$ cat src/rtl/flo_pkg.sv
// Shared types and constants of the ownership lock with FIFO wait queue.
`timescale 1ns / 1ps

package flo_pkg;

    localparam int QUEUE_DEPTH_DEF = 16;
    localparam int ID_BITS_DEF     = 8;

    localparam logic [1:0] OP_REQUEST = 2'd0;
    localparam logic [1:0] OP_RELEASE = 2'd1;
    localparam logic [1:0] OP_FLUSH   = 2'd2;
    localparam logic [1:0] OP_QUERY   = 2'd3;

    localparam logic [2:0] ST_OK              = 3'd0;
    localparam logic [2:0] ST_ALREADY_OWNER   = 3'd1;
    localparam logic [2:0] ST_ALREADY_PENDING = 3'd2;
    localparam logic [2:0] ST_QUEUE_FULL      = 3'd3;
    localparam logic [2:0] ST_NOT_PENDING     = 3'd4;

    localparam logic NK_GRANT = 1'b0;
    localparam logic NK_FLUSH = 1'b1;

    typedef struct packed {
        logic [1:0] opcode;
        logic [7:0] requester_id;
    } flo_req_t;

    typedef struct packed {
        logic [2:0] status;
        logic       notify_valid;
        logic [7:0] notify_id;
        logic       notify_kind;
        logic       is_owner;
        logic       owner_valid;
        logic [7:0] owner_id;
        logic [4:0] waiting_count;
        logic       last;
    } flo_rsp_t;

    // Broadcast command to every queue cell
    typedef struct packed {
        logic drop_match;   // drop the cell holding the search id, close the gap
        logic append;       // first empty cell takes the search id
    } flo_cell_cmd_t;

endpackage

$ cat src/rtl/flo_cell.sv
// One slot of the wait queue: holds an id, compares, shifts towards the head.
`timescale 1ns / 1ps

module flo_cell #(
    parameter int ID_BITS = flo_pkg::ID_BITS_DEF
) (
    input  logic                  clk,
    input  logic                  rst_n,
    input  flo_pkg::flo_cell_cmd_t cmd,
    input  logic [ID_BITS-1:0]    search_id,
    input  logic                  prev_valid,   // neighbour nearer the head
    input  logic                  next_valid,   // neighbour nearer the tail
    input  logic [ID_BITS-1:0]    next_id,
    input  logic                  shift_in,     // a slot at or before this one leaves
    output logic                  shift_out,
    output logic                  valid,
    output logic [ID_BITS-1:0]    id,
    output logic                  match
);

    logic               valid_reg;
    logic               valid_next;
    logic [ID_BITS-1:0] id_reg;
    logic [ID_BITS-1:0] id_next;

    assign match     = valid_reg && (id_reg == search_id);
    assign shift_out = shift_in || (cmd.drop_match && match);
    assign valid     = valid_reg;
    assign id        = id_reg;

    always_comb
    begin
        valid_next = valid_reg;
        id_next    = id_reg;
        if (shift_out)
        begin
            valid_next = next_valid;
            id_next    = next_id;
        end
        else if (cmd.append && prev_valid && !valid_reg)
        begin
            valid_next = 1'b1;
            id_next    = search_id;
        end
    end

    always_ff @(posedge clk or negedge rst_n)
    begin
        if (!rst_n)
        begin
            valid_reg <= 1'b0;
        end
        else
        begin
            valid_reg <= valid_next;
        end
    end

    always_ff @(posedge clk)
    begin
        id_reg <= id_next;
    end

endmodule

$ cat src/rtl/fifo_ownership_lock_core.sv
// Top level of the exclusive-ownership lock with a FIFO wait queue.
// The result of a request is registered: it appears on rsp with done in the cycle after acceptance.
// Request, release and query are accepted back to back; start is ignored while busy.
// Flush with N > 0 waiters gives N results, one per cycle; busy stays high until the last.
// Flush length is set by the waiting count; the queue cell row pops one waiter per cycle.
// Reset: lock free, queue empty, no output; queue ids need no clearing.
`timescale 1ns / 1ps

module fifo_ownership_lock_core #(
    parameter int QUEUE_DEPTH = flo_pkg::QUEUE_DEPTH_DEF,
    parameter int ID_BITS     = flo_pkg::ID_BITS_DEF
) (
    input  logic              clk,
    input  logic              rst_n,
    input  logic              start,
    output logic              busy,
    input  flo_pkg::flo_req_t req,
    output logic              done,
    output flo_pkg::flo_rsp_t rsp
);

    localparam int CntW = $clog2(QUEUE_DEPTH + 1);
    localparam logic [CntW-1:0] CntFull = CntW'(QUEUE_DEPTH);
    localparam logic [CntW-1:0] CntOne  = CntW'(1);

    // Owner and queue bookkeeping
    logic                owner_valid_reg;
    logic                owner_valid_next;
    logic [ID_BITS-1:0]  owner_reg;
    logic [ID_BITS-1:0]  owner_next;
    logic [CntW-1:0]     count_reg;
    logic [CntW-1:0]     count_next;
    logic                busy_reg;
    logic                busy_next;
    logic                done_reg;
    logic                done_next;
    flo_pkg::flo_rsp_t   rsp_reg;
    flo_pkg::flo_rsp_t   rsp_next;

    // Cell row
    flo_pkg::flo_cell_cmd_t cmd;
    logic                   pop;
    logic [ID_BITS-1:0]     req_id;
    logic [QUEUE_DEPTH:0]   shift_chain;
    logic [QUEUE_DEPTH-1:0] cell_valid;
    logic [QUEUE_DEPTH-1:0] cell_match;
    logic [ID_BITS-1:0]     cell_id [QUEUE_DEPTH];
    logic                   any_match;
    logic [ID_BITS-1:0]     head_id;

    assign req_id         = ID_BITS'(req.requester_id);
    assign shift_chain[0] = pop;
    assign any_match      = |cell_match;
    assign head_id        = cell_id[0];

    // Cell 0 is the head; each cell takes its tail-side neighbour when it shifts
    for (genvar i = 0; i < QUEUE_DEPTH; i++)
    begin : g_cell
        logic               prev_v;
        logic               next_v;
        logic [ID_BITS-1:0] next_i;

        if (i == 0)
        begin : g_head
            assign prev_v = 1'b1;
        end
        else
        begin : g_body
            assign prev_v = cell_valid[i-1];
        end

        if (i == QUEUE_DEPTH - 1)
        begin : g_tail
            assign next_v = 1'b0;
            assign next_i = '0;
        end
        else
        begin : g_link
            assign next_v = cell_valid[i+1];
            assign next_i = cell_id[i+1];
        end

        flo_cell #(
            .ID_BITS(ID_BITS)
        ) u_cell (
            .clk       (clk),
            .rst_n     (rst_n),
            .cmd       (cmd),
            .search_id (req_id),
            .prev_valid(prev_v),
            .next_valid(next_v),
            .next_id   (next_i),
            .shift_in  (shift_chain[i]),
            .shift_out (shift_chain[i+1]),
            .valid     (cell_valid[i]),
            .id        (cell_id[i]),
            .match     (cell_match[i])
        );
    end

    // Decode the request, or advance the flush drain while busy
    always_comb
    begin
        owner_valid_next = owner_valid_reg;
        owner_next       = owner_reg;
        count_next       = count_reg;
        busy_next        = busy_reg;
        done_next        = 1'b0;
        pop              = 1'b0;
        cmd.drop_match   = 1'b0;
        cmd.append       = 1'b0;

        rsp_next              = '0;
        rsp_next.status       = flo_pkg::ST_OK;
        rsp_next.notify_kind  = flo_pkg::NK_GRANT;
        rsp_next.last         = 1'b1;

        if (busy_reg)
        begin
            // flush drain: drop the head waiter each cycle
            pop                  = 1'b1;
            done_next            = 1'b1;
            count_next           = count_reg - CntOne;
            busy_next            = (count_reg != CntOne);
            rsp_next.notify_valid = 1'b1;
            rsp_next.notify_id   = 8'(head_id);
            rsp_next.notify_kind = flo_pkg::NK_FLUSH;
            rsp_next.last        = (count_reg == CntOne);
        end
        else if (start)
        begin
            done_next = 1'b1;
            case (req.opcode)
                flo_pkg::OP_REQUEST:
                begin
                    if (!owner_valid_reg)
                    begin
                        owner_valid_next      = 1'b1;
                        owner_next            = req_id;
                        rsp_next.notify_valid = 1'b1;
                        rsp_next.notify_id    = 8'(req_id);
                        rsp_next.is_owner     = 1'b1;
                    end
                    else if (owner_reg == req_id)
                    begin
                        rsp_next.status   = flo_pkg::ST_ALREADY_OWNER;
                        rsp_next.is_owner = 1'b1;
                    end
                    else if (any_match)
                    begin
                        rsp_next.status = flo_pkg::ST_ALREADY_PENDING;
                    end
                    else if (count_reg >= CntFull)
                    begin
                        rsp_next.status = flo_pkg::ST_QUEUE_FULL;
                    end
                    else
                    begin
                        cmd.append = 1'b1;
                        count_next = count_reg + CntOne;
                    end
                end
                flo_pkg::OP_RELEASE:
                begin
                    if (owner_valid_reg && owner_reg == req_id)
                    begin
                        if (count_reg != '0)
                        begin
                            // hand ownership to the oldest waiter
                            pop                   = 1'b1;
                            owner_next            = head_id;
                            count_next            = count_reg - CntOne;
                            rsp_next.notify_valid = 1'b1;
                            rsp_next.notify_id    = 8'(head_id);
                            rsp_next.is_owner     = (head_id == req_id);
                        end
                        else
                        begin
                            owner_valid_next = 1'b0;
                            owner_next       = '0;
                        end
                    end
                    else if (any_match)
                    begin
                        cmd.drop_match = 1'b1;
                        count_next     = count_reg - CntOne;
                    end
                    else
                    begin
                        rsp_next.status = flo_pkg::ST_NOT_PENDING;
                    end
                end
                flo_pkg::OP_FLUSH:
                begin
                    owner_valid_next = 1'b0;
                    owner_next       = '0;
                    if (count_reg != '0)
                    begin
                        pop                   = 1'b1;
                        count_next            = count_reg - CntOne;
                        busy_next             = (count_reg != CntOne);
                        rsp_next.notify_valid = 1'b1;
                        rsp_next.notify_id    = 8'(head_id);
                        rsp_next.notify_kind  = flo_pkg::NK_FLUSH;
                        rsp_next.last         = (count_reg == CntOne);
                    end
                end
                default:
                begin
                    rsp_next.is_owner = owner_valid_reg && (owner_reg == req_id);
                end
            endcase
        end

        // state after this step, as reported
        rsp_next.owner_valid   = owner_valid_next;
        rsp_next.owner_id      = 8'(owner_next);
        rsp_next.waiting_count = 5'(count_next);
    end

    always_ff @(posedge clk or negedge rst_n)
    begin
        if (!rst_n)
        begin
            owner_valid_reg <= 1'b0;
            owner_reg       <= '0;
            count_reg       <= '0;
            busy_reg        <= 1'b0;
            done_reg        <= 1'b0;
        end
        else
        begin
            owner_valid_reg <= owner_valid_next;
            owner_reg       <= owner_next;
            count_reg       <= count_next;
            busy_reg        <= busy_next;
            done_reg        <= done_next;
        end
    end

    // hold the result payload; only the strobe needs a reset
    always_ff @(posedge clk)
    begin
        rsp_reg <= rsp_next;
    end

    assign busy = busy_reg;
    assign done = done_reg;
    assign rsp  = rsp_reg;

endmodule
$ cat config.mk
export PLATFORM = sky130hd
export DESIGN_NAME = fifo_ownership_lock_core
export DESIGN_NICKNAME = d
export VERILOG_FILES = /design/src/rtl/flo_pkg.sv /design/src/rtl/flo_cell.sv /design/src/rtl/fifo_ownership_lock_core.sv
export SDC_FILE = /design/constraint.sdc
export NUM_CORES = 1
export LEC_CHECK = 0
export ABC_AREA = 1
export BUFFER_PORTS_ARGS = -buffer_cell sky130_fd_sc_hd__buf_2
export CAP_MARGIN = 20
export CORE_UTILIZATION = 52
export CTS_CLUSTER_SIZE = 24
export DETAILED_ROUTE_END_ITERATION = 10
export PLACE_DENSITY_LB_ADDON = 0.08
export SLEW_MARGIN = 15
export SYNTH_ARGS = -nofsm -noshare
export SYNTH_HDL_FRONTEND = slang
export SYNTH_SLANG_ARGS = --single-unit
$ cat constraint.sdc
create_clock -name clk -period 3.4 [get_ports clk]
set_clock_uncertainty 0.2 [all_clocks]
set_input_delay 0 -clock clk [delete_from_list [all_inputs] [get_ports clk]]
set_output_delay 0 -clock clk [all_outputs]
set_load 0.05 [all_outputs]
# After elaboration in Yosys (flattened, before gate mapping)

Cells that the tools add are included.

Register bits: 189
Input port bits: 13
Output and inout port bits: 31
Logic and storage cells: 315

Add/subtract/negate cells: 2
Magnitude comparators: 1
Equality and inequality tests: 21
Muxes and demuxes: 128
Bitwise operators: 1
Reductions and logical operators: 116

Operators by type and width:

| cell                                          | number |
|---|---|
| 2-to-1 mux 8 bit                              | 35 |
| == test 8 bit                                 | 17 |
| logical AND 1 bit                             | 64 |
| 2-to-1 mux 1 bit                              | 63 |
| 2-to-1 mux 5 bit                              | 9 |
| 2-to-1 mux 9 bit                              | 4 |
| nonzero test 2 bit                            | 16 |
| case mux 9 bit (3 select lines)               | 1 |
| case mux 8 bit (3 select lines)               | 1 |
| logical NOT 1 bit                             | 16 |
| logical OR 1 bit                              | 16 |
| OR reduction 16 bit                           | 1 |
| case mux 5 bit (3 select lines)               | 1 |
| 2-to-1 mux 2 bit                              | 6 |
| 2-to-1 mux 11 bit                             | 1 |
| 2-to-1 mux 10 bit                             | 1 |
| 2-to-1 mux 3 bit                              | 2 |
| case mux 1 bit (3 select lines)               | 2 |
| case mux 3 bit (2 select lines)               | 1 |
| adder 5 x 1 -> 5 bit, second input constant   | 1 |
| == test 5 x 1 -> 1 bit, second input constant | 1 |
| >= comparator 5 bit, second input constant    | 1 |
| != test 5 x 1 -> 1 bit, second input constant | 1 |
| nonzero test 5 bit                            | 1 |
| 7 further kinds                               | 7 |

# Longest topological paths before layout

Gate-level depths: netlist of the first run.

Depth in word-level cells: 27
Gate-level depth with buffers: 23
Depth with buffers taken out: 22

# By module

From an unflattened synthesis of the first run, not the netlist that was laid out.

Cells, all modules: 1606
Area total of the unflattened synthesis: 13331.5 µm²

By module, submodules not included:

| module                   | times used | cells each | area an instance (µm²) | sequential area each (µm²) |
|---|---|---|---|---|
| flo_cell                 | 16         | 80         | 676.9                  | 265.3 |
| fifo_ownership_lock_core | 1          | 326        | 2501.1                 | 980.9 |

# Worst setup path after synthesis of the first run

Ideal clock, no wire load.

Path kind: reg2reg
Start: reg count_reg[0]
End: reg g_cell[14].u_cell.id_reg[0], enable pin
Setup time: 0.335 ns
Arrival time: 2.722 ns
Required time: 2.865 ns
Path slack: 0.143 ns
Stages on the path, launching flop included: 20
Path buffers: 0
Period minus slack after synthesis: 3.257 ns
Cells stage by stage: dfrtp_1 inv_1 ha_1 nand2_1 nor2_2 inv_2 nand2_1 inv_2 nand3_2 nand2_1 inv_2 nor2_1 nor2_2 nand2_4 nor2_4 nand4_4 nor2_4 nand4_4 nor2_4 nand3_1

Cells in the longest elaborated chain, start to end: 22
Elaborated cells on any way between the ends: 32
Those cells by class: order compare: 1; mux: 12; reduce/logical: 19

RTL lines:

| element                          | RTL line                                                         | RTL |
|---|---|---|
| start: declaration               | fifo_ownership_lock_core.sv:31                                   | `logic [CntW-1:0] count_reg;` |
| start signal: assignment         | fifo_ownership_lock_core.sv:235                                  | `count_reg <= count_next;` |
| nonzero test 5 bit               | fifo_ownership_lock_core.sv:167, fifo_ownership_lock_core.sv:197 |  |
| 2-to-1 mux 1 bit                 | fifo_ownership_lock_core.sv:167, fifo_ownership_lock_core.sv:197 |  |
| 2-to-1 mux 1 bit                 | fifo_ownership_lock_core.sv:165                                  | `if (owner_valid_reg && owner_reg == req_id)` |
| case mux 1 bit (2 select lines)  | fifo_ownership_lock_core.sv:133                                  | `case (req.opcode)` |
| 2-to-1 mux 1 bit                 | fifo_ownership_lock_core.sv:130                                  | `else if (start)` |
| 2-to-1 mux 1 bit                 | fifo_ownership_lock_core.sv:118                                  | `if (busy_reg)` |
| logical OR 1 bit (15 in series)  | flo_cell.sv:27                                                   | `assign shift_out = shift_in \|\| (cmd.drop_match && match);` |
| nonzero test 2 bit (no line) (*) | -                                                                |  |
| end signal: assignment           | flo_cell.sv:61                                                   | `id_reg <= id_next;` |
| end: declaration                 | flo_cell.sv:23                                                   | `logic [ID_BITS-1:0] id_reg;` |

Every way passes the cells marked *; elsewhere a longest branch is shown, timed or not.
A chain may end at the register's enable or synchronous reset.

# Worst setup path in the final report of the first run

Start: in req[2] (netlist bit)
End: reg g_cell[14].u_cell.id_reg[2], data pin

Cells in the longest elaborated chain, start to end: 25
Elaborated cells on any way between the ends: 76
Those cells by class: eq/ne: 17; mux: 11; reduce/logical: 48

RTL lines:

| element                          | RTL line                        | RTL |
|---|---|---|
| start: declaration               | fifo_ownership_lock_core.sv:17  | `input flo_pkg::flo_req_t req,` |
| == test 8 bit                    | flo_cell.sv:26                  | `assign match = valid_reg && (id_reg == search_id);` |
| logical AND 1 bit                | flo_cell.sv:26                  |  |
| OR reduction 16 bit              | fifo_ownership_lock_core.sv:53  | `assign any_match = \|cell_match;` |
| 2-to-1 mux 1 bit                 | fifo_ownership_lock_core.sv:183 | `else if (any_match)` |
| 2-to-1 mux 1 bit                 | fifo_ownership_lock_core.sv:165 |  |
| 2-to-1 mux 1 bit                 | fifo_ownership_lock_core.sv:133 |  |
| 2-to-1 mux 2 bit                 | fifo_ownership_lock_core.sv:130 |  |
| 2-to-1 mux 2 bit                 | fifo_ownership_lock_core.sv:118 |  |
| logical AND 1 bit                | flo_cell.sv:27                  |  |
| logical OR 1 bit (15 in series)  | flo_cell.sv:27                  |  |
| 2-to-1 mux 8 bit (*)             | flo_cell.sv:35                  | `if (shift_out)` |
| net g_cell[14].u_cell.id_next[2] | flo_cell.sv:24                  | `logic [ID_BITS-1:0] id_next;` |

The timed path passes the listed nets; every way through them passes the cells marked *. The select of a mux whose other input is x is not followed.

==> results.txt, run 1 <==
clock sink count = 189
Nets = 1425
final hold violations = 0
worst-path maximum fanout = 32
vias per cell = 5.47
routed len/inst = 17.1 um
num ports = 44
worst vdd ir = 0.447 mV
die area = 0.0210 mm^2
Seq/Total Area, Yosys = 48.5%
P_leak = 0.00538 uW
port bufs = 43
clock transition at the registers of the reported paths = 70 ps
final core utilization = 61.7%
die height = 145 um
capture point of the worst reg-to-reg path = g_cell[14].u_cell.id[2]$_DFFE_PP_
worst skew pair latency = 440 ps
grt total ovfl = 0
Avg Inst Size Synth = 7.95 um^2
outcome = complete, no violations
synthesized area = 0.0106 mm^2
Routed Antenna Nets = 0
Yosys reg bits = 189
synth cell count leaders = nand2_1 (405), o21ai_0 (149), inv_1 (138), nor2_1 (129), edfxtp_1 (120)
initial drt markers = 893
Die W = 145 um
vias in the first global route = 8443
reg2reg path depth = 20
final HPWL from detailed placement = 19.7 mm
Synth Net Count = 1355
Antenna Cells = 0
Setup-failing EPs final = 0
Synth area leaders = edfxtp_1 (34%), nand2_1 (14%), dfrtp_1 (7.5%)
R2R Setup Slk = 200 ps
synth warn = 0
Total GRT Usage = 28.1%
global-route wire length before repair = 46.0 mm
max-slew violation count = 0
RR Startpoint = count_reg[1]$_DFF_PN0_
DRC viols = 0
Clock Tree Root = clkbuf_16
setup TNS = 0 ps
fraction of registers with async set/reset = 16.9%
final wirelength = 28.7 mm
H-tree Lvls = 4
crit path time final = 3250 ps
Worst Hold Class = in2async
CTS tree = done
GP Congestion = 0.928
Largest register FFs = 128
Worst-Margin Slew = 962 ps
synthesized instance count = 1335
most numerous cell in the Yosys netlist = nand2_1
Synth top area share = 33.9%
area growth from synthesis to layout = 14.5%
initial antenna violation count = 0
CTS Buf Count = 17
max_slew headroom = 35.9%
critical path class = in2reg
count of cell types in the netlist = 51
worst path arrival time = 3240 ps
Vias = 9198
Critical Path RT = 3400 ps
fraction of the cycle the final worst path needs = 95.5%
share of cells above drive strength 1 = 13.8%
number of synthesized flops with an enable pin = 120
RSZ-0062 raised after global routing = false
first-pass iteration count of the detailed router = 5
Initial Util = 53.9%
maxcap violations = 0
Power Density = 952 mW/mm^2
Most used DFF post-synth = edfxtp_1
CTS Buffer Depth = 2
CP startpoint kind = input port
Pwr Total = 11600 uW
Site Rows = 51
Worst Setup End Kind = flop
post-synth top area cell = edfxtp_1
pin count of the biggest net entering global routing = 33
Max Freq = 308 MHz
core region area = 0.0197 mm^2
## timing repair
| item | CTS | global route |
|---|---|---|
| buffers inserted | 0 | 4 |
| hold endpoints to repair | 124 | 0 |
| gates resized for setup | 0 | 24 |
| hold buffers | 13 | 0 |
| setup endpoints to repair | 0 | 129 |
## layer usage
metal	up-vias	routed length, um	track usage (%)
li1	4540	-	-
met1	4253	12900	40.0
met2	378	13200	44.7
met3	27	2250	4.59
met4	0	405	6.76
met5	-	0	0
## per-stage QoR
| step | cell area, um^2 | hold WS [ps] | cells | worst slack, ps |
|---|---|---|---|---|
| floorplan | 10600 | -496 | 1335 | 143 |
| global placement | 11300 | 0.466 | 1634 | 216 |
| detailed placement | 11300 | -11.9 | 1634 | 140 |
| CTS | 12000 | 67.9 | 1679 | 63.2 |
| global route | 12200 | 118 | 1683 | 11.8 |
| finish | 12200 | 49.2 | 1683 | 151 |
## report_power, final
| group | switching, uW | total, uW | internal, uW |
|---|---|---|---|
| combinational | 3190 | 4740 | 1550 |
| sequential | 775 | 4750 | 3970 |
| clock | 907 | 2090 | 1190 |
| total | 4870 | 11600 | 6710 |
## cell usage in the layout, fill, tap and decap left out, types with 4 or more instances in the layout
cell	instances
nand2_1	404
o21ai_0	149
inv_1	132
nor2_1	126
edfxtp_1	120
buf_2	43
buf_4	43
nand3_1	40
dfxtp_1	37
dfrtp_1	32
xnor2_1	28
a21oi_1	27
clkbuf_16	21
nand4_1	17
inv_2	16
o21ai_1	15
nor3_1	13
dlygate4sd3_1	13
a22oi_1	11
a31oi_1	11
nor2_2	10
o21ai_2	9
buf_12	8
o31ai_1	6
ha_1	6
nand3_2	5
nand4_4	4
xor2_1	4
o211ai_1	4
o221ai_1	4
inv_6	4
## worst max-delay path: stages
cell and delay (ps):
dlygate4sd3_1 530, buf_2 130, inv_2 130, buf_12 230
nand2_1 100, nand2_1 70, nor2_1 40, nand3b_1 90
nor2_1 80, nor2_1 250, nand2_1 110, nor2_2 130
nand2_4 120, nand2_4 120, nor2_2 80, nor3_4 230
nand4_4 140, nor2_8 210, nand4_4 130, buf_12 180
nand2_1 70, o21ai_2 50
## logic make-up (layout without fill, tap and decap cells)
kind of cell               count (synthesis)  count (layout)  share of synthesized area (%)
AOI/OAI and AO/OA                        251             251                           13.3
xor gates and xnor gates                  32              32                           2.64
adders and majority gates                  7               7                          0.825
buffers and inverters                    211             294                           8.71
DFF                                      189             189                           48.5
and+or+nand+nor                          645             645                           26.1
## layout make-up
cell class                      instances  area [um^2]
Sequential cell                       189         5140
Timing Repair Buffer                  110          862
Clock inverter                          7         57.6
Multi-Input combinational cell        935         4610
Inverter                              152          586
Fill cell                            1697         7560
Tap cell                              265          332
Clock buffer                           25          571
## worst max-delay path by stage
stage / startpoint / end / slack (ps) / depth (start not counted)
2_1_floorplan: count_reg[0]$_DFF_PN0_ / g_cell[14].u_cell.id[0]$_DFFE_PP_ / 140 / 19
3_3_place_gp: g_cell[0].u_cell.id[4]$_DFFE_PP_ / g_cell[8].u_cell.id[1]$_DFFE_PP_ / 220 / 20
3_5_place_dp: count_reg[1]$_DFF_PN0_ / g_cell[14].u_cell.id[5]$_DFFE_PP_ / 140 / 19
4_1_cts: req[1] / g_cell[9].u_cell.id[2]$_DFFE_PP_ / 60 / 22
5_1_grt: req[5] / g_cell[7].u_cell.id[1]$_DFFE_PP_ / 10 / 21
6_report: req[2] / g_cell[14].u_cell.id[2]$_DFFE_PP_ / 150 / 22
(Power assumes the default switching activity.)
==> inputs of run 2 (changes only) <==
Settings changed: SYNTH_HIERARCHICAL set to 1.
==> results.txt, run 2 <==
outcome = complete, but fails checks
violated checks = negative setup slack
slowest stage cell, crit path = edfxtp_1
commonest non-fill, non-tap cells in the layout = buf_4 (465), nand2_1 (458), inv_1 (267)
CTS Buffer Depth = 2 (unchanged)
area growth from synthesis to layout = 45.7%
final HPWL from detailed placement = 26.8 mm (+36%)
Setup-failing EPs final = 142 (+142)
Routed Antenna Nets = 0 (unchanged)
pin count of the biggest net entering global routing = 33 (unchanged)
maxcap violations = 0 (unchanged)
filler cell count = 1800 (+6.1%)
vias per cell = 4.93 (-9.7%)
CP startpoint kind = flop
number of synthesized flops with an enable pin = 128 (+6.7%)
die height = 162 um (+12%)
RSZ-0062 raised after global routing = true
first-pass iteration count of the detailed router = 5 (unchanged)
Antenna Cells = 0 (unchanged)
port bufs = 43 (unchanged)
Clock power frac = 11.5% (-6.6 points)
Most used DFF post-synth = edfxtp_1
final wirelength = 37.6 mm (+31%)
Max Freq = 243 MHz (-21%)
routed len/inst = 14.9 um (-13%)
Site Rows = 58 (+14%)
Psw = 7470 uW (+53%)
final core utilization = 77.1% (+15 points)
worst-path maximum fanout = 8 (-75%)
final hold violations = 0 (unchanged)
share of cells above drive strength 1 = 48.4% (+35 points)
GP Congestion = 0.961 (+3.5%)
die area = 0.0263 mm^2 (+25%)
count of cell types in the netlist = 46 (-9.8%)
synth warn = 6 (+6)
worst path arrival time = 4120 ps (+880 ps)
max-slew violation count = 0 (unchanged)
Initial Util = 52.9% (-0.91 points)
Clock Tree Root = clkbuf_16
H-tree Lvls = 4 (unchanged)
clock sink count = 189 (unchanged)
synthesized instance count = 1606 (+20%)
synthesized area = 0.0133 mm^2 (+26%)
Worst Setup End Kind = flop
synth cell count leaders = nand2_1 (486), inv_1 (283), edfxtp_1 (128), o21ai_2 (116), nand3_1 (72)
CTS tree = done
Largest register FFs = 128 (unchanged)
P_int = 10200 uW (+52%)
P_leak = 0.00978 uW (+82%)
initial antenna violation count = 0 (unchanged)
CTS Buf Count = 17 (unchanged)
clock transition at the registers of the reported paths = 80 ps (about the same)
Die W = 162 um (+12%)
core region area = 0.0252 mm^2 (+28%)
fraction of registers with async set/reset = 16.9% (unchanged)
Nets = 2206 (+55%)
Power Density = 910 mW/mm^2 (-4.5%)
initial drt markers = 986 (+10%)
critical path's largest stage delay = 420 ps (-110 ps)
fraction of the cycle the final worst path needs = 121% (+26 points)
worst vdd ir = 0.528 mV (+18%)
Yosys reg bits = 189 (unchanged)
DRC viols = 0 (unchanged)
commonest non-fill, non-tap cell in the layout = buf_4
Synth area leaders = edfxtp_1 (29%), nand2_1 (14%), inv_1 (8.0%)
critical path class = reg2reg
Synth top area share = 28.8% (-5.1 points)
post-synth top area cell = edfxtp_1
crit path time final = 4120 ps (+868 ps)
setup ws final = -717 ps (-868 ps)
num ports = 44 (unchanged)
Worst Hold Class = in2reg
Vias = 12474 (+36%)
global-route wire length before repair = 61.2 mm (+33%)
Total GRT Usage = 29.6% (+1.5 points)
worst skew pair latency = 450 ps (about the same)
Sw Ratio = 42.3% (+0.24 points)
grt total ovfl = 0 (unchanged)
Critical Path RT = 3400 ps (about the same)
Seq/Total Area, Yosys = 39.2% (-9.3 points)
sequential share of power = 27.6% (-13 points)
post-place setup slack = -891 ps (-1030 ps)
Avg Inst Size Synth = 8.30 um^2 (+4.4%)
most numerous cell in the Yosys netlist = nand2_1
Logic pwr share = 60.8% (+20 points)
vias in the first global route = 12509 (+48%)
==> run 2: cell count changes in the layout (fill, tap and decap cells not counted), sizes merged, moves of 11 or more <==
cell / change
o21ai: -33
nand2: +162
inv: +185
clkinv: +19
nand3: +81
buf: +457
nor4: +18
a31oi: -11
nor2: -80
==> run 2: timing repair <==
action / CTS / global route
endpoints found under the setup margin: 168 / 206
hold buffers: 15 / 1
pin swaps: 19 / 14
resized for setup: 76 / 34
gates cloned: 7 / 1
setup buffers: 28 / 12
endpoints found under the hold margin: 53 / 16
==> run 2: final timing paths <==
kind	startpoint	endpoint	slack [ps]	depth (start not counted)
worst min register to register	owner_reg[5]$_DFF_PN0_	rsp[11]$_DFF_P_	400	2
worst min-delay path	req[6]	g_cell[8].u_cell/id[6]$_DFFE_PP_	10	5
worst max-delay path	g_cell[8].u_cell/id[0]$_DFFE_PP_	g_cell[14].u_cell/id[1]$_DFFE_PP_	-720	43
worst max register to register	g_cell[8].u_cell/id[0]$_DFFE_PP_	g_cell[14].u_cell/id[1]$_DFFE_PP_	-720	43
min in group asynchronous	rst_n	busy$_DFF_PN0_	380	3
max in group asynchronous	rst_n	g_cell[2].u_cell/valid$_DFFE_PN0P_	2090	4
==> run 2: cell type report <==
type	instances	area, um^2	area share (%)
clock buffer	21	474	2.44
inverter	353	1450	7.47
tap	330	413	2.13
sequential	189	5230	26.9
clock inverter	11	103	0.528
multi-input combinational	1052	7010	36.1
timing repair buffer	572	4750	24.5
==> run 2: critical path, delay by kind of cell, from the launching register on <==
kind / cells / cell delay [ps]
DFF: 1 / 420
and+or+nand+nor: 25 / 1920
buffers and inverters: 17 / 1240
AOI/OAI and AO/OA: 1 / 50
==> run 2: layer usage <==
metal / track usage, % / part of all wire, % / vias up
li1: - / - / 6204
met1: 37.6 / 43 / 5893
met2: 52.3 / 50 / 311
met3: 3.58 / 4.8 / 66
met5: 0 / 0 / -
met4: 9.05 / 2.2 / 0
==> run 2: kinds of logic (layout without fill, tap and decap cells) <==
kind of cell	after synthesis	in the layout	share of synthesized area, %
DFF	189	189	39.2
and+or+nand+nor	819	821	33.4
AOI/OAI and AO/OA	184	184	11.1
buffers and inverters	375	957	12.6
adders and majority gates	8	8	0.751
other	2	10	0.0563
xor gates and xnor gates	29	29	2.81
==> run 2: stage by stage <==
stage               std cells  TNS (ps)  hold slack [ps]  total power [uW]  instance area [um^2]
floorplan                1614   -634320             -496             10700                 13600
global placement         2435    -70390             41.3             14300                 17700
detailed placement       2435    -78140             37.9             14500                 17700
CTS                      2514    -52920             4.55             17300                 19100
global route             2528    -87090             13.4             18800                 19400
finish                   2528    -60940             10.0             17700                 19400
==> run 2: power groups by stage <==
stage	Sequential, uW	Clock (uW)	Combinational [uW]
global route	5040	2140	11600
floorplan	5390	0	5300
detailed placement	4910	0	9610
global placement	4870	0	9410
CTS	4870	2070	10400
finish	4880	2040	10700
